[src/hw/rtl/sths_pkg.sv]
// Shared types, constants and arithmetic helpers of the height scaler.
// Used by every module of the block; depends on nothing.
`default_nettype none

package sths_pkg;

  localparam int unsigned DATA_WIDTH  = 32;
  localparam int unsigned FRAC_BITS   = 16;
  localparam int unsigned QUEUE_DEPTH = 2;
  localparam int unsigned CFG_IDX_W   = 3;
  localparam int unsigned MAG_W       = DATA_WIDTH + 1;
  localparam int unsigned PROD_W      = 2 * MAG_W;
  localparam int unsigned SPROD_W     = PROD_W + 1;
  localparam int unsigned CNT_W       = 5;
  localparam int unsigned FB_IDX_W    = $clog2(FRAC_BITS);
  localparam int unsigned EXP_N_W     = 8;
  localparam int unsigned MANT_MSB    = 30;

  typedef logic signed [DATA_WIDTH-1:0] val_t;

  localparam val_t VAL_MAX = {1'b0, {(DATA_WIDTH-1){1'b1}}};
  localparam val_t VAL_MIN = {1'b1, {(DATA_WIDTH-1){1'b0}}};
  localparam val_t Q_ONE   = val_t'(64'd1 << FRAC_BITS);
  localparam val_t EXP_LIM = val_t'(64'd64 << FRAC_BITS);

  localparam logic [30:0] LOG10_2_Q32 = 31'd1292913987;
  localparam logic [30:0] LOG2E_Q30   = 31'd1549082005;
  localparam logic [31:0] Q30_ONE     = 32'd1073741824;

  localparam logic [1:0] MODE_LINEAR = 2'd0;
  localparam logic [1:0] MODE_LOG    = 2'd1;
  localparam logic [1:0] MODE_SKEW   = 2'd2;

  localparam logic [CFG_IDX_W-1:0] CFG_MODE    = 3'd0;
  localparam logic [CFG_IDX_W-1:0] CFG_LOW     = 3'd1;
  localparam logic [CFG_IDX_W-1:0] CFG_INVERSE = 3'd2;
  localparam logic [CFG_IDX_W-1:0] CFG_SKEWLOG = 3'd3;
  localparam logic [CFG_IDX_W-1:0] CFG_SKEWGN  = 3'd4;
  localparam logic [CFG_IDX_W-1:0] CFG_GAIN    = 3'd5;
  localparam logic [CFG_IDX_W-1:0] CFG_OFFSET  = 3'd6;

  typedef enum logic [1:0] {
    CLS_PASS = 2'd0,
    CLS_LOW  = 2'd1,
    CLS_LOG  = 2'd2,
    CLS_SKEW = 2'd3
  } cls_e;

  typedef struct packed {
    logic [1:0] scaling_mode;
    val_t       range_low;
    val_t       range_inverse;
    val_t       skew_log;
    val_t       skew_gain;
    val_t       height_gain;
    val_t       height_offset;
  } cfg_t;

  typedef struct packed {
    logic signed [DATA_WIDTH-1:0] sample_value;
    logic                         restart;
  } in_item_t;

  typedef struct packed {
    logic signed [DATA_WIDTH-1:0] height;
    logic signed [DATA_WIDTH-1:0] height_min;
    logic signed [DATA_WIDTH-1:0] height_max;
  } out_item_t;

  typedef struct packed {
    val_t sample;
    logic restart;
    cls_e cls;
  } qent_t;

  typedef struct packed {
    logic [MAG_W-1:0] a_mag;
    logic [MAG_W-1:0] b_mag;
    logic             neg;
  } mul_req_t;

  typedef struct packed {
    logic [PROD_W-1:0] prod;
    logic              neg;
  } mul_rsp_t;

  typedef logic [FRAC_BITS-1:0][31:0] root_tab_t;

  function automatic logic [MAG_W-1:0] mag(input val_t v);
    logic [MAG_W-1:0] e;
    e = MAG_W'(v);
    return v[DATA_WIDTH-1] ? (MAG_W'(0) - e) : e;
  endfunction

  function automatic mul_req_t sreq(input val_t a, input val_t b);
    mul_req_t r;
    r.a_mag = mag(a);
    r.b_mag = mag(b);
    r.neg   = a[DATA_WIDTH-1] ^ b[DATA_WIDTH-1];
    return r;
  endfunction

  function automatic val_t sat_add(input val_t a, input val_t b);
    logic signed [DATA_WIDTH:0] s;
    s = {a[DATA_WIDTH-1], a} + {b[DATA_WIDTH-1], b};
    if (s[DATA_WIDTH] != s[DATA_WIDTH-1]) return s[DATA_WIDTH] ? VAL_MIN : VAL_MAX;
    return s[DATA_WIDTH-1:0];
  endfunction

  function automatic val_t sat_sub(input val_t a, input val_t b);
    logic signed [DATA_WIDTH:0] s;
    s = {a[DATA_WIDTH-1], a} - {b[DATA_WIDTH-1], b};
    if (s[DATA_WIDTH] != s[DATA_WIDTH-1]) return s[DATA_WIDTH] ? VAL_MIN : VAL_MAX;
    return s[DATA_WIDTH-1:0];
  endfunction

  // Fixed-point product: truncate toward zero, saturate.
  function automatic val_t mulq(input mul_rsp_t r);
    logic [PROD_W-1:0] q;
    q = r.prod >> FRAC_BITS;
    if (r.neg) begin
      if (q > (PROD_W'(1) << (DATA_WIDTH-1))) return VAL_MIN;
      return val_t'(PROD_W'(0) - q);
    end
    if (q > PROD_W'(VAL_MAX)) return VAL_MAX;
    return val_t'(q);
  endfunction

  function automatic logic signed [SPROD_W-1:0] sprod(input mul_rsp_t r);
    logic [SPROD_W-1:0] e;
    e = {1'b0, r.prod};
    return r.neg ? $signed(SPROD_W'(0) - e) : $signed(e);
  endfunction

  function automatic logic [63:0] isqrt64(input logic [63:0] v);
    logic [63:0] r;
    logic [63:0] b;
    logic [63:0] rem;
    r   = 64'd0;
    b   = 64'd1 << 62;
    rem = v;
    for (int i = 0; i < 32; i++) begin
      if (rem >= r + b) begin
        rem = rem - (r + b);
        r   = (r >> 1) + b;
      end else begin
        r = r >> 1;
      end
      b = b >> 2;
    end
    return r;
  endfunction

  // Successive square roots of 2.0 in Q2.30.
  function automatic root_tab_t exp_roots();
    logic [63:0] r;
    root_tab_t   t;
    r = 64'd2 << 30;
    for (int k = 0; k < FRAC_BITS; k++) begin
      r    = isqrt64(r << 30);
      t[k] = r[31:0];
    end
    return t;
  endfunction

  localparam root_tab_t EXP_ROOT = exp_roots();

endpackage

`default_nettype wire

[src/hw/rtl/sths_mul.sv]
// Shared magnitude multiplier of the height scaler back end, one registered product.
// Depends on sths_pkg.
`default_nettype none

module sths_mul (
  input  wire                clk_i,
  input  sths_pkg::mul_req_t req_i,
  output sths_pkg::mul_rsp_t rsp_o
);

  sths_pkg::mul_rsp_t rsp_q;

  always_ff @(posedge clk_i) begin
    rsp_q.prod <= sths_pkg::PROD_W'(req_i.a_mag) * sths_pkg::PROD_W'(req_i.b_mag);
    rsp_q.neg  <= req_i.neg;
  end

  assign rsp_o = rsp_q;

endmodule

`default_nettype wire

[src/hw/rtl/sths_front.sv]
// Front end of the height scaler: takes requests and classifies them by mode and sign.
// Depends on sths_pkg.
`default_nettype none

module sths_front (
  input  wire                clk_i,
  input  wire                rst_ni,
  input  wire                in_valid_i,
  output logic               in_stall_o,
  input  sths_pkg::in_item_t in_item_i,
  input  wire [1:0]          mode_i,
  output logic               push_o,
  input  wire                push_ready_i,
  output sths_pkg::qent_t    push_data_o
);

  logic            valid_q, valid_d;
  sths_pkg::qent_t ent_q, ent_d;
  sths_pkg::cls_e  cls;
  logic            take;

  always_comb begin
    unique case (mode_i)
      sths_pkg::MODE_LOG:  cls = (in_item_i.sample_value <= 0) ? sths_pkg::CLS_LOW
                                                               : sths_pkg::CLS_LOG;
      sths_pkg::MODE_SKEW: cls = sths_pkg::CLS_SKEW;
      default:             cls = sths_pkg::CLS_PASS;
    endcase
  end

  assign in_stall_o = valid_q && !push_ready_i;
  assign take       = in_valid_i && !in_stall_o;
  assign push_o     = valid_q && push_ready_i;

  always_comb begin
    valid_d = valid_q;
    ent_d   = ent_q;
    if (push_o) valid_d = 1'b0;
    if (take) begin
      valid_d       = 1'b1;
      ent_d.sample  = in_item_i.sample_value;
      ent_d.restart = in_item_i.restart;
      ent_d.cls     = cls;
    end
  end

  always_ff @(posedge clk_i or negedge rst_ni) begin
    if (!rst_ni) begin
      valid_q <= 1'b0;
    end else begin
      valid_q <= valid_d;
    end
  end

  always_ff @(posedge clk_i) begin
    ent_q <= ent_d;
  end

  assign push_data_o = ent_q;

endmodule

`default_nettype wire

[src/hw/rtl/sths_queue.sv]
// Short request queue between front and back end of the height scaler.
// Depends on sths_pkg.
`default_nettype none

module sths_queue #(
  parameter int unsigned DEPTH = sths_pkg::QUEUE_DEPTH
) (
  input  wire             clk_i,
  input  wire             rst_ni,
  input  wire             push_i,
  output logic            push_ready_o,
  input  sths_pkg::qent_t push_data_i,
  input  wire             pop_i,
  output logic            pop_valid_o,
  output sths_pkg::qent_t pop_data_o
);

  localparam int unsigned PTR_W = (DEPTH > 1) ? $clog2(DEPTH) : 1;
  localparam int unsigned CNT_W = $clog2(DEPTH + 1);

  sths_pkg::qent_t  mem_q [DEPTH];
  logic [PTR_W-1:0] wr_q, wr_d, rd_q, rd_d;
  logic [CNT_W-1:0] cnt_q, cnt_d;
  logic             do_push, do_pop;

  assign push_ready_o = (cnt_q != CNT_W'(DEPTH));
  assign pop_valid_o  = (cnt_q != '0);
  assign do_push      = push_i && push_ready_o;
  assign do_pop       = pop_i && pop_valid_o;
  assign pop_data_o   = mem_q[rd_q];

  always_comb begin
    wr_d  = wr_q;
    rd_d  = rd_q;
    cnt_d = cnt_q;
    if (do_push) wr_d = (wr_q == PTR_W'(DEPTH - 1)) ? '0 : wr_q + 1'b1;
    if (do_pop)  rd_d = (rd_q == PTR_W'(DEPTH - 1)) ? '0 : rd_q + 1'b1;
    if (do_push && !do_pop) cnt_d = cnt_q + 1'b1;
    if (do_pop && !do_push) cnt_d = cnt_q - 1'b1;
  end

  always_ff @(posedge clk_i or negedge rst_ni) begin
    if (!rst_ni) begin
      wr_q  <= '0;
      rd_q  <= '0;
      cnt_q <= '0;
    end else begin
      wr_q  <= wr_d;
      rd_q  <= rd_d;
      cnt_q <= cnt_d;
    end
  end

  always_ff @(posedge clk_i) begin
    if (do_push) mem_q[wr_q] <= push_data_i;
  end

endmodule

`default_nettype wire

[src/hw/rtl/sths_engine.sv]
// Back end of the height scaler: sequencer for log, exp and the height map on one
// shared multiplier, running extents and the result register. Depends on sths_pkg, sths_mul.
`default_nettype none

module sths_engine (
  input  wire                 clk_i,
  input  wire                 rst_ni,
  input  sths_pkg::cfg_t      cfg_i,
  input  wire                 pop_valid_i,
  output logic                pop_o,
  input  sths_pkg::qent_t     pop_data_i,
  output logic                out_valid_o,
  input  wire                 out_stall_i,
  output sths_pkg::out_item_t out_item_o
);

  typedef enum logic [19:0] {
    S_IDLE   = 20'h00001,
    S_SK_A   = 20'h00002,
    S_SK_B   = 20'h00004,
    S_SK_C   = 20'h00008,
    S_SK_D   = 20'h00010,
    S_SK_E   = 20'h00020,
    S_SK_F   = 20'h00040,
    S_EXP    = 20'h00080,
    S_EXP_W  = 20'h00100,
    S_EXP_SH = 20'h00200,
    S_SK_G   = 20'h00400,
    S_SK_H   = 20'h00800,
    S_NORM   = 20'h01000,
    S_LSQ    = 20'h02000,
    S_LSQ_W  = 20'h04000,
    S_LOGM   = 20'h08000,
    S_LOGR   = 20'h10000,
    S_HMUL   = 20'h20000,
    S_HADD   = 20'h40000,
    S_OUT    = 20'h80000
  } state_e;

  localparam int unsigned DW = sths_pkg::DATA_WIDTH;
  localparam int unsigned FB = sths_pkg::FRAC_BITS;
  localparam int unsigned SW = sths_pkg::SPROD_W;

  state_e                                 state_q, state_d;
  sths_pkg::val_t                         acc_q, acc_d;
  logic [DW-1:0]                          m_q, m_d;
  logic [FB-1:0]                          frac_q, frac_d;
  logic signed [sths_pkg::EXP_N_W-1:0]    n_q, n_d;
  logic [sths_pkg::CNT_W-1:0]             cnt_q, cnt_d;
  logic                                   restart_q, restart_d;
  logic                                   out_valid_q, out_valid_d;
  sths_pkg::out_item_t                    out_q, out_d;
  sths_pkg::val_t                         min_q, min_d, max_q, max_d;

  sths_pkg::mul_req_t                     req;
  sths_pkg::mul_rsp_t                     rsp;
  sths_pkg::val_t                         prodq, l2, uclip, ev, h;
  logic signed [SW-1:0]                   sp, wv, lr;
  logic [DW-1:0]                          sq;
  logic [63:0]                            wide;
  logic signed [sths_pkg::EXP_N_W:0]      sh;
  logic [sths_pkg::EXP_N_W-1:0]           nsh;
  logic                                   last;
  sths_pkg::val_t                         bmin, bmax;

  sths_mul u_mul (
    .clk_i (clk_i),
    .req_i (req),
    .rsp_o (rsp)
  );

  assign prodq = sths_pkg::mulq(rsp);
  assign sp    = sths_pkg::sprod(rsp);
  assign wv    = sp >>> 30;
  assign lr    = (sp + (SW'(1) <<< 31)) >>> 32;
  assign sq    = DW'(rsp.prod >> 30);
  assign last  = (cnt_q == sths_pkg::CNT_W'(FB - 1));
  assign l2    = ((sths_pkg::val_t'(n_q) - sths_pkg::val_t'(FB)) <<< FB)
               + sths_pkg::val_t'(frac_q);
  assign uclip = (prodq > sths_pkg::EXP_LIM) ? sths_pkg::EXP_LIM :
                 (prodq < -sths_pkg::EXP_LIM) ? -sths_pkg::EXP_LIM : prodq;
  assign sh    = (sths_pkg::EXP_N_W + 1)'(n_q) + (sths_pkg::EXP_N_W + 1)'(signed'(FB) - 30);
  assign nsh   = sths_pkg::EXP_N_W'(-sh);
  assign h     = sths_pkg::sat_add(prodq, cfg_i.height_offset);

  always_comb begin
    wide = 64'(m_q) << sh[5:0];
    if (!sh[sths_pkg::EXP_N_W]) begin
      if (sh >= 33)                          ev = sths_pkg::VAL_MAX;
      else if (wide > 64'(sths_pkg::VAL_MAX)) ev = sths_pkg::VAL_MAX;
      else                                   ev = sths_pkg::val_t'(wide);
    end else begin
      ev = sths_pkg::val_t'(m_q >> nsh);
    end
  end

  always_comb begin
    req = '0;
    unique case (state_q)
      S_SK_A: req = sths_pkg::sreq(acc_q, cfg_i.range_inverse);
      S_SK_C: req = sths_pkg::sreq(acc_q, cfg_i.skew_log);
      S_SK_E: begin
        req.a_mag = sths_pkg::mag(acc_q);
        req.b_mag = sths_pkg::MAG_W'(sths_pkg::LOG2E_Q30);
        req.neg   = acc_q[DW-1];
      end
      S_EXP: begin
        req.a_mag = sths_pkg::MAG_W'(m_q);
        req.b_mag = sths_pkg::MAG_W'(sths_pkg::EXP_ROOT[cnt_q[sths_pkg::FB_IDX_W-1:0]]);
      end
      S_SK_G: req = sths_pkg::sreq(cfg_i.skew_gain, acc_q);
      S_LSQ: begin
        req.a_mag = sths_pkg::MAG_W'(m_q);
        req.b_mag = sths_pkg::MAG_W'(m_q);
      end
      S_LOGM: begin
        req.a_mag = sths_pkg::mag(l2);
        req.b_mag = sths_pkg::MAG_W'(sths_pkg::LOG10_2_Q32);
        req.neg   = l2[DW-1];
      end
      S_HMUL: req = sths_pkg::sreq(cfg_i.height_gain, acc_q);
      default: req = '0;
    endcase
  end

  always_comb begin
    bmin = restart_q ? sths_pkg::VAL_MAX : min_q;
    bmax = restart_q ? sths_pkg::VAL_MIN : max_q;
  end

  always_comb begin
    state_d     = state_q;
    acc_d       = acc_q;
    m_d         = m_q;
    frac_d      = frac_q;
    n_d         = n_q;
    cnt_d       = cnt_q;
    restart_d   = restart_q;
    out_valid_d = out_valid_q;
    out_d       = out_q;
    min_d       = min_q;
    max_d       = max_q;
    pop_o       = 1'b0;
    if (out_valid_q && !out_stall_i) out_valid_d = 1'b0;
    unique case (state_q)
      S_IDLE: begin
        if (pop_valid_i) begin
          pop_o     = 1'b1;
          restart_d = pop_data_i.restart;
          cnt_d     = '0;
          unique case (pop_data_i.cls)
            sths_pkg::CLS_LOW: begin
              acc_d   = cfg_i.range_low;
              state_d = S_HMUL;
            end
            sths_pkg::CLS_LOG: begin
              m_d     = pop_data_i.sample;
              state_d = S_NORM;
            end
            sths_pkg::CLS_SKEW: begin
              acc_d   = sths_pkg::sat_sub(pop_data_i.sample, cfg_i.range_low);
              state_d = S_SK_A;
            end
            default: begin
              acc_d   = pop_data_i.sample;
              state_d = S_HMUL;
            end
          endcase
        end
      end
      S_SK_A: state_d = S_SK_B;
      S_SK_B: begin
        acc_d   = prodq;
        state_d = S_SK_C;
      end
      S_SK_C: state_d = S_SK_D;
      S_SK_D: begin
        acc_d   = uclip;
        state_d = S_SK_E;
      end
      S_SK_E: state_d = S_SK_F;
      S_SK_F: begin
        n_d     = wv[FB +: sths_pkg::EXP_N_W];
        frac_d  = wv[FB-1:0];
        m_d     = sths_pkg::Q30_ONE;
        cnt_d   = '0;
        state_d = S_EXP;
      end
      S_EXP: state_d = S_EXP_W;
      S_EXP_W: begin
        if (frac_q[FB-1]) m_d = DW'(rsp.prod >> 30);
        frac_d  = frac_q << 1;
        cnt_d   = cnt_q + 1'b1;
        state_d = last ? S_EXP_SH : S_EXP;
      end
      S_EXP_SH: begin
        acc_d   = sths_pkg::sat_sub(ev, sths_pkg::Q_ONE);
        state_d = S_SK_G;
      end
      S_SK_G: state_d = S_SK_H;
      S_SK_H: begin
        acc_d   = sths_pkg::sat_add(prodq, cfg_i.range_low);
        state_d = S_HMUL;
      end
      S_NORM: begin
        if (m_q[sths_pkg::MANT_MSB]) begin
          n_d     = sths_pkg::EXP_N_W'(sths_pkg::MANT_MSB) - sths_pkg::EXP_N_W'(cnt_q);
          cnt_d   = '0;
          frac_d  = '0;
          state_d = S_LSQ;
        end else begin
          m_d   = m_q << 1;
          cnt_d = cnt_q + 1'b1;
        end
      end
      S_LSQ: state_d = S_LSQ_W;
      S_LSQ_W: begin
        m_d     = sq[DW-1] ? (sq >> 1) : sq;
        frac_d  = {frac_q[FB-2:0], sq[DW-1]};
        cnt_d   = cnt_q + 1'b1;
        state_d = last ? S_LOGM : S_LSQ;
      end
      S_LOGM: state_d = S_LOGR;
      S_LOGR: begin
        acc_d   = sths_pkg::val_t'(lr);
        state_d = S_HMUL;
      end
      S_HMUL: state_d = S_HADD;
      S_HADD: begin
        acc_d   = h;
        state_d = S_OUT;
      end
      S_OUT: begin
        if (!out_valid_q || !out_stall_i) begin
          min_d            = (acc_q < bmin) ? acc_q : bmin;
          max_d            = (acc_q > bmax) ? acc_q : bmax;
          out_d.height     = acc_q;
          out_d.height_min = min_d;
          out_d.height_max = max_d;
          out_valid_d      = 1'b1;
          state_d          = S_IDLE;
        end
      end
      default: state_d = S_IDLE;
    endcase
  end

  always_ff @(posedge clk_i or negedge rst_ni) begin
    if (!rst_ni) begin
      state_q     <= S_IDLE;
      out_valid_q <= 1'b0;
      min_q       <= sths_pkg::VAL_MAX;
      max_q       <= sths_pkg::VAL_MIN;
    end else begin
      state_q     <= state_d;
      out_valid_q <= out_valid_d;
      min_q       <= min_d;
      max_q       <= max_d;
    end
  end

  always_ff @(posedge clk_i) begin
    acc_q     <= acc_d;
    m_q       <= m_d;
    frac_q    <= frac_d;
    n_q       <= n_d;
    cnt_q     <= cnt_d;
    restart_q <= restart_d;
    out_q     <= out_d;
  end

  assign out_valid_o = out_valid_q;
  assign out_item_o  = out_q;

endmodule

`default_nettype wire

[src/hw/rtl/scalar_to_height_scaler.sv]
// Top level of the scalar-to-height scaler: configuration registers, front end,
// request queue and back end. Depends on sths_pkg, sths_front, sths_queue, sths_engine.
//
//   channel  | handshake                | payload
//   ---------+--------------------------+-------------------------------
//   input    | in_valid_i / in_stall_o  | in_item_i  (sample, restart)
//   output   | out_valid_o / out_stall_i| out_item_o (height, min, max)
//   config   | cfg_we_i                 | cfg_idx_i, cfg_data_i
//
// The back end takes a new request only once done with the last. Linear mode and log
// of a non-positive sample go straight to the height map; log normalises the sample
// by shifts, then squares it once per fraction bit; skew takes one exponent step per
// fraction bit, all on the shared multiplier.
// Reset clears the extents, queue and handshake state; no clearing pass.
// Front and queue keep taking requests while back end or output stalls, until full.
`default_nettype none

module scalar_to_height_scaler #(
  parameter int unsigned QUEUE_DEPTH = sths_pkg::QUEUE_DEPTH
) (
  input  wire                               clk_i,
  input  wire                               rst_ni,
  input  wire                               in_valid_i,
  output logic                              in_stall_o,
  input  sths_pkg::in_item_t                in_item_i,
  output logic                              out_valid_o,
  input  wire                               out_stall_i,
  output sths_pkg::out_item_t               out_item_o,
  input  wire                               cfg_we_i,
  input  wire [sths_pkg::CFG_IDX_W-1:0]     cfg_idx_i,
  input  wire [sths_pkg::DATA_WIDTH-1:0]    cfg_data_i
);

  sths_pkg::cfg_t  cfg_q, cfg_d;
  logic            push, push_ready, pop, pop_valid;
  sths_pkg::qent_t push_data, pop_data;

  always_comb begin
    cfg_d = cfg_q;
    if (cfg_we_i) begin
      unique case (cfg_idx_i)
        sths_pkg::CFG_MODE:    cfg_d.scaling_mode  = cfg_data_i[1:0];
        sths_pkg::CFG_LOW:     cfg_d.range_low     = cfg_data_i;
        sths_pkg::CFG_INVERSE: cfg_d.range_inverse = cfg_data_i;
        sths_pkg::CFG_SKEWLOG: cfg_d.skew_log      = cfg_data_i;
        sths_pkg::CFG_SKEWGN:  cfg_d.skew_gain     = cfg_data_i;
        sths_pkg::CFG_GAIN:    cfg_d.height_gain   = cfg_data_i;
        sths_pkg::CFG_OFFSET:  cfg_d.height_offset = cfg_data_i;
        default:               cfg_d = cfg_q;
      endcase
    end
  end

  always_ff @(posedge clk_i or negedge rst_ni) begin
    if (!rst_ni) begin
      cfg_q.scaling_mode  <= sths_pkg::MODE_LINEAR;
      cfg_q.range_low     <= '0;
      cfg_q.range_inverse <= sths_pkg::Q_ONE;
      cfg_q.skew_log      <= '0;
      cfg_q.skew_gain     <= '0;
      cfg_q.height_gain   <= sths_pkg::Q_ONE;
      cfg_q.height_offset <= '0;
    end else begin
      cfg_q <= cfg_d;
    end
  end

  sths_front u_front (
    .clk_i        (clk_i),
    .rst_ni       (rst_ni),
    .in_valid_i   (in_valid_i),
    .in_stall_o   (in_stall_o),
    .in_item_i    (in_item_i),
    .mode_i       (cfg_q.scaling_mode),
    .push_o       (push),
    .push_ready_i (push_ready),
    .push_data_o  (push_data)
  );

  sths_queue #(
    .DEPTH (QUEUE_DEPTH)
  ) u_queue (
    .clk_i        (clk_i),
    .rst_ni       (rst_ni),
    .push_i       (push),
    .push_ready_o (push_ready),
    .push_data_i  (push_data),
    .pop_i        (pop),
    .pop_valid_o  (pop_valid),
    .pop_data_o   (pop_data)
  );

  sths_engine u_engine (
    .clk_i       (clk_i),
    .rst_ni      (rst_ni),
    .cfg_i       (cfg_q),
    .pop_valid_i (pop_valid),
    .pop_o       (pop),
    .pop_data_i  (pop_data),
    .out_valid_o (out_valid_o),
    .out_stall_i (out_stall_i),
    .out_item_o  (out_item_o)
  );

endmodule

`default_nettype wire

[config.mk]
export PLATFORM = sky130hd
export DESIGN_NAME = scalar_to_height_scaler
export DESIGN_NICKNAME = d
export VERILOG_FILES = /design/src/hw/rtl/sths_pkg.sv /design/src/hw/rtl/sths_mul.sv /design/src/hw/rtl/sths_front.sv /design/src/hw/rtl/sths_queue.sv /design/src/hw/rtl/sths_engine.sv /design/src/hw/rtl/scalar_to_height_scaler.sv
export SDC_FILE = /design/constraint.sdc
export NUM_CORES = 2
export LEC_CHECK = 0
export BUFFER_PORTS_ARGS = -buffer_cell sky130_fd_sc_hd__buf_2
export CORE_ASPECT_RATIO = 0.75
export CORE_MARGIN = 2
export CORE_UTILIZATION = 45
export DETAILED_ROUTE_END_ITERATION = 6
export PLACE_DENSITY_LB_ADDON = 0.2
export SKIP_LAST_GASP = 1
export SYNTH_ARGS = -nofsm -noshare
export SYNTH_HDL_FRONTEND = slang
export SYNTH_HIERARCHICAL = 1
export SYNTH_SLANG_ARGS = --single-unit
[constraint.sdc]
create_clock -name clk_i -period 17.45 [get_ports clk_i]
set_input_delay 3.49 -clock clk_i [delete_from_list [all_inputs] [get_ports clk_i]]
set_output_delay 3.49 -clock clk_i [all_outputs]
set_load 0.01 [all_outputs]
==> impl_metrics.toml <==
[outcome]
status = "finished with violations"
violations = "DRC"

[timing]
post-route-period-util_pct = 69.5
finalHoldViolations = 0
fmaxAchievable_mhz = 82.5
relSlewSlack_pct = 3.56
finClkSkew_ps = 51.0
tightest_slew_ps = 1440
setup_slack_ps = 5320
rsz0062_at_grt = "no"
slew_violations = 0
fin_crit_ps = 12130
setup_viol = 0
setup-tns-final_ps = 0

[yosys]
synth_seq_cells = 675
yosysUniqueCellTypes = 124
synth_most_common_cell = "inv_1"
ys_seq_area_share_pct = 21.6
async_flop_share_pct = 42.1
synthFlopType = "edfxtp_1"
avgSynthCellArea_um2 = 9.31
synth_top_area_share_pct = 23.2
synthCells = 8898
yosysWarningCount = 6
synthTopCellsByArea = "fa_1 23%, edfxtp_1 11%, dfrtp_1 7.5%"
synth_area_um2 = 82900
synth_largest_area_cell = "fa_1"
synth_commonest_cells = "1214 x inv_1, 961 x fa_1, 909 x nand2_1"
synth-edff-count = 295

[clocking]
tritoncts = "yes"
ctsHtreeMaxLevel = 3
postCtsHoldBufs = 0
clkSinkCount = 675
cts-root-buf = "clkbuf_16"
clock_path_buffers = 3
cts_made_buffers = 73
clkSlewWorstSetupHoldPaths_ps = 70
cts.repair.resized = 0
post_cts_buffers = 0
clock_latency_ps = 730

[worst_hold_path]
hold_path_class = "flip-flop to flip-flop"
hold_start = "u_front/push_data_o[7]$_DFFE_PP_"

[power]
switching_share_pct = 58.1
ir_worst_vdd_mv = 0.440
pwr-share-seq_pct = 16.6
clkPwrFrac_pct = 9.5
power_w = 0.0175
p_leak_nw = 40.4
p_int_w = 0.00734
power.density_nw_per_um2 = 197
p_switching_w = 0.0102
pwr-share-comb_pct = 73.9

[floorplanning]
num_rows = 136
dieArea_um2 = 188000
start_util_pct = 45.3
fp.dieH_um = 376
die_width_um = 499
coreArea_um2 = 183000
io_pins = 171

[detailed_routing]
num_vias = 69500
wl_per_cell_um = 27.8
drc_errors = 179
firstDrtPassIters = 7
via_per_inst = 6.15
drt_iter0_markers = 8710
antenna_left = 0
drt_wl_total_um = 314000

[worst_setup_path]
timing.rr.start = "u_engine/state_q[8]$_DFFE_PN0P_"
cp-startpoint = "u_engine/state_q[8]$_DFFE_PN0P_"
crit_top_cell = "fa_1"
end_kind = "flip-flop"
arrival_ps = 12690
critPathLaunchType = "flip-flop"
slowest_delay_ps = 710
cp_max_fo = 33
critPathRequiredTime_ps = 18010
worstSetupPathType = "flip-flop to flip-flop"
cpMaxStageDelayCell = "nand2_2"

[placement]
post-dp-hpwl_um = 246000
dp_slack_ps = 5700
gp_congestion = 1.05
dpl_cell_area_um2 = 86400
numPortBuffers = 170

[global_route]
grt_pass1_vias = 67800
grt_remaining_overflow = 0
grt_pass1_wl_um = 462000
grt_max_degree = 83
antenna_found_initial = 39
grt.total_usage_pct = 33.1

[cells_and_area]
fin_nets = 10300
fillers = 17400
final_layout_size_suffix_gt1_share_pct = 10.9
finish.instance_area_um2 = 89000
syn2layout_area_growth_pct = 7.41
postLayoutCoreUtil_pct = 48.6

[run]
drv_cap = 0
final timing paths:
check | slack (ps) | end | cells after the start
hold / removal | 440 | u_queue/mem_q[0][7]$_DFFE_PP_ | 0
max in group asynchronous | 12620 | u_engine/max_q[27]$_DFFE_PN0P_ | 3
min in group asynchronous | 2750 | u_front/valid_q$_DFFE_PN0P_ | 1
hold reg to reg | 440 | u_queue/mem_q[0][7]$_DFFE_PP_ | 0
setup reg to reg | 5320 | u_engine/u_mul/rsp_o[66]$_DFF_P_ | 32
setup / recovery | 5320 | u_engine/u_mul/rsp_o[66]$_DFF_P_ | 32
worst max-delay path: cells and delay by family (launching register included):
kind            cells  cell delay (ps)
buf+inv             6             1050
xor+xnor            1              140
fa+ha+maj           9             4430
flops               1              500
compound gates      6             1820
simple gates       10             3960
cell usage in the layout (no fill, tap or decap), drive strengths merged, types with 62 or more instances in the layout:
master  count
inv      1224
fa        961
nand2     909
and2      608
o21ai     468
ha        456
a21oi     366
buf       358
nor2      308
edfxtp    295
mux2      294
xnor2     250
dfrtp     249
xor2      163
mux2i     117
a21o      108
dfxtp      96
clkbuf     87
nor3       86
nand2b     81
nand3      74
nand4      73
o31ai      72
or3        62
nor4       62
final cells by class:
| cell class | count | area (um2) | share of cell area, % |
|---|---|---|---|
| antenna | 11 | 27.5 | 0.0309 |
| clock buffer | 87 | 1990 | 2.23 |
| clock inverter | 48 | 549 | 0.617 |
| inverter | 1219 | 4580 | 5.14 |
| multi-input combinational | 6474 | 58600 | 65.9 |
| sequential | 675 | 17900 | 20.1 |
| tap | 2415 | 3020 | 3.40 |
| timing repair buffer | 358 | 2270 | 2.55 |
power by group through the flow:
| stage | sequential [W] | clock, W | combinational [W] |
|---|---|---|---|
| 2_1_floorplan | 0.00262 | 0 | 0.00790 |
| 3_3_place_gp | 0.00290 | 0 | 0.0123 |
| 3_5_place_dp | 0.00291 | 0 | 0.0123 |
| 4_1_cts | 0.00289 | 0.00168 | 0.0124 |
| 5_1_grt | 0.00295 | 0.00175 | 0.0136 |
| 6_report | 0.00292 | 0.00167 | 0.0129 |
per-layer routing:
| layer | wire length, um | GRT usage, % | vias up |
|---|---|---|---|
| met5 | 156 | 0 | - |
| met3 | 39400 | 10.6 | 548 |
| li1 | - | - | 29800 |
| met1 | 140000 | 49.5 | 35400 |
| met4 | 10800 | 9.76 | 16 |
| met2 | 124000 | 45.1 | 3714 |
registers in the layout, indices dropped and copies added (netlist names), 2 cells and up, named ones only:
register,flops
cfg_q,194
u_engine/out_item_o,96
u_queue/mem_q,70
u_engine/u_mul/rsp_o,67
u_front/push_data_o,35
u_engine/acc_q,32
u_engine/m_q,32
u_engine/max_q,32
u_engine/min_q,32
u_engine/state_q,20
u_engine/frac_q,16
u_engine/n_q,8
u_engine/cnt_q,5
u_queue/cnt_q,2
cells by family (layout without fill, tap and decap cells):
family,count (synthesis),after routing,synth area share (%)
AOI/OAI and AO/OA,1671,1671,13.4
DFF,675,675,21.6
buffers and inverters,1760,1712,8.31
other,1,23,0.00453
and+or+nand+nor,2509,2509,15.5
adders and majority gates,1418,1418,30.1
muxes,451,451,6.64
xor gates and xnor gates,413,413,4.37
stage by stage:
step	hold WS, ps	cells
final	443	11300
after floorplan	421	8909
after global routing	459	11300
after global placement	422	11100
after CTS	442	11300
after detailed placement	430	11100
Power figures use the tool's default switching activity.
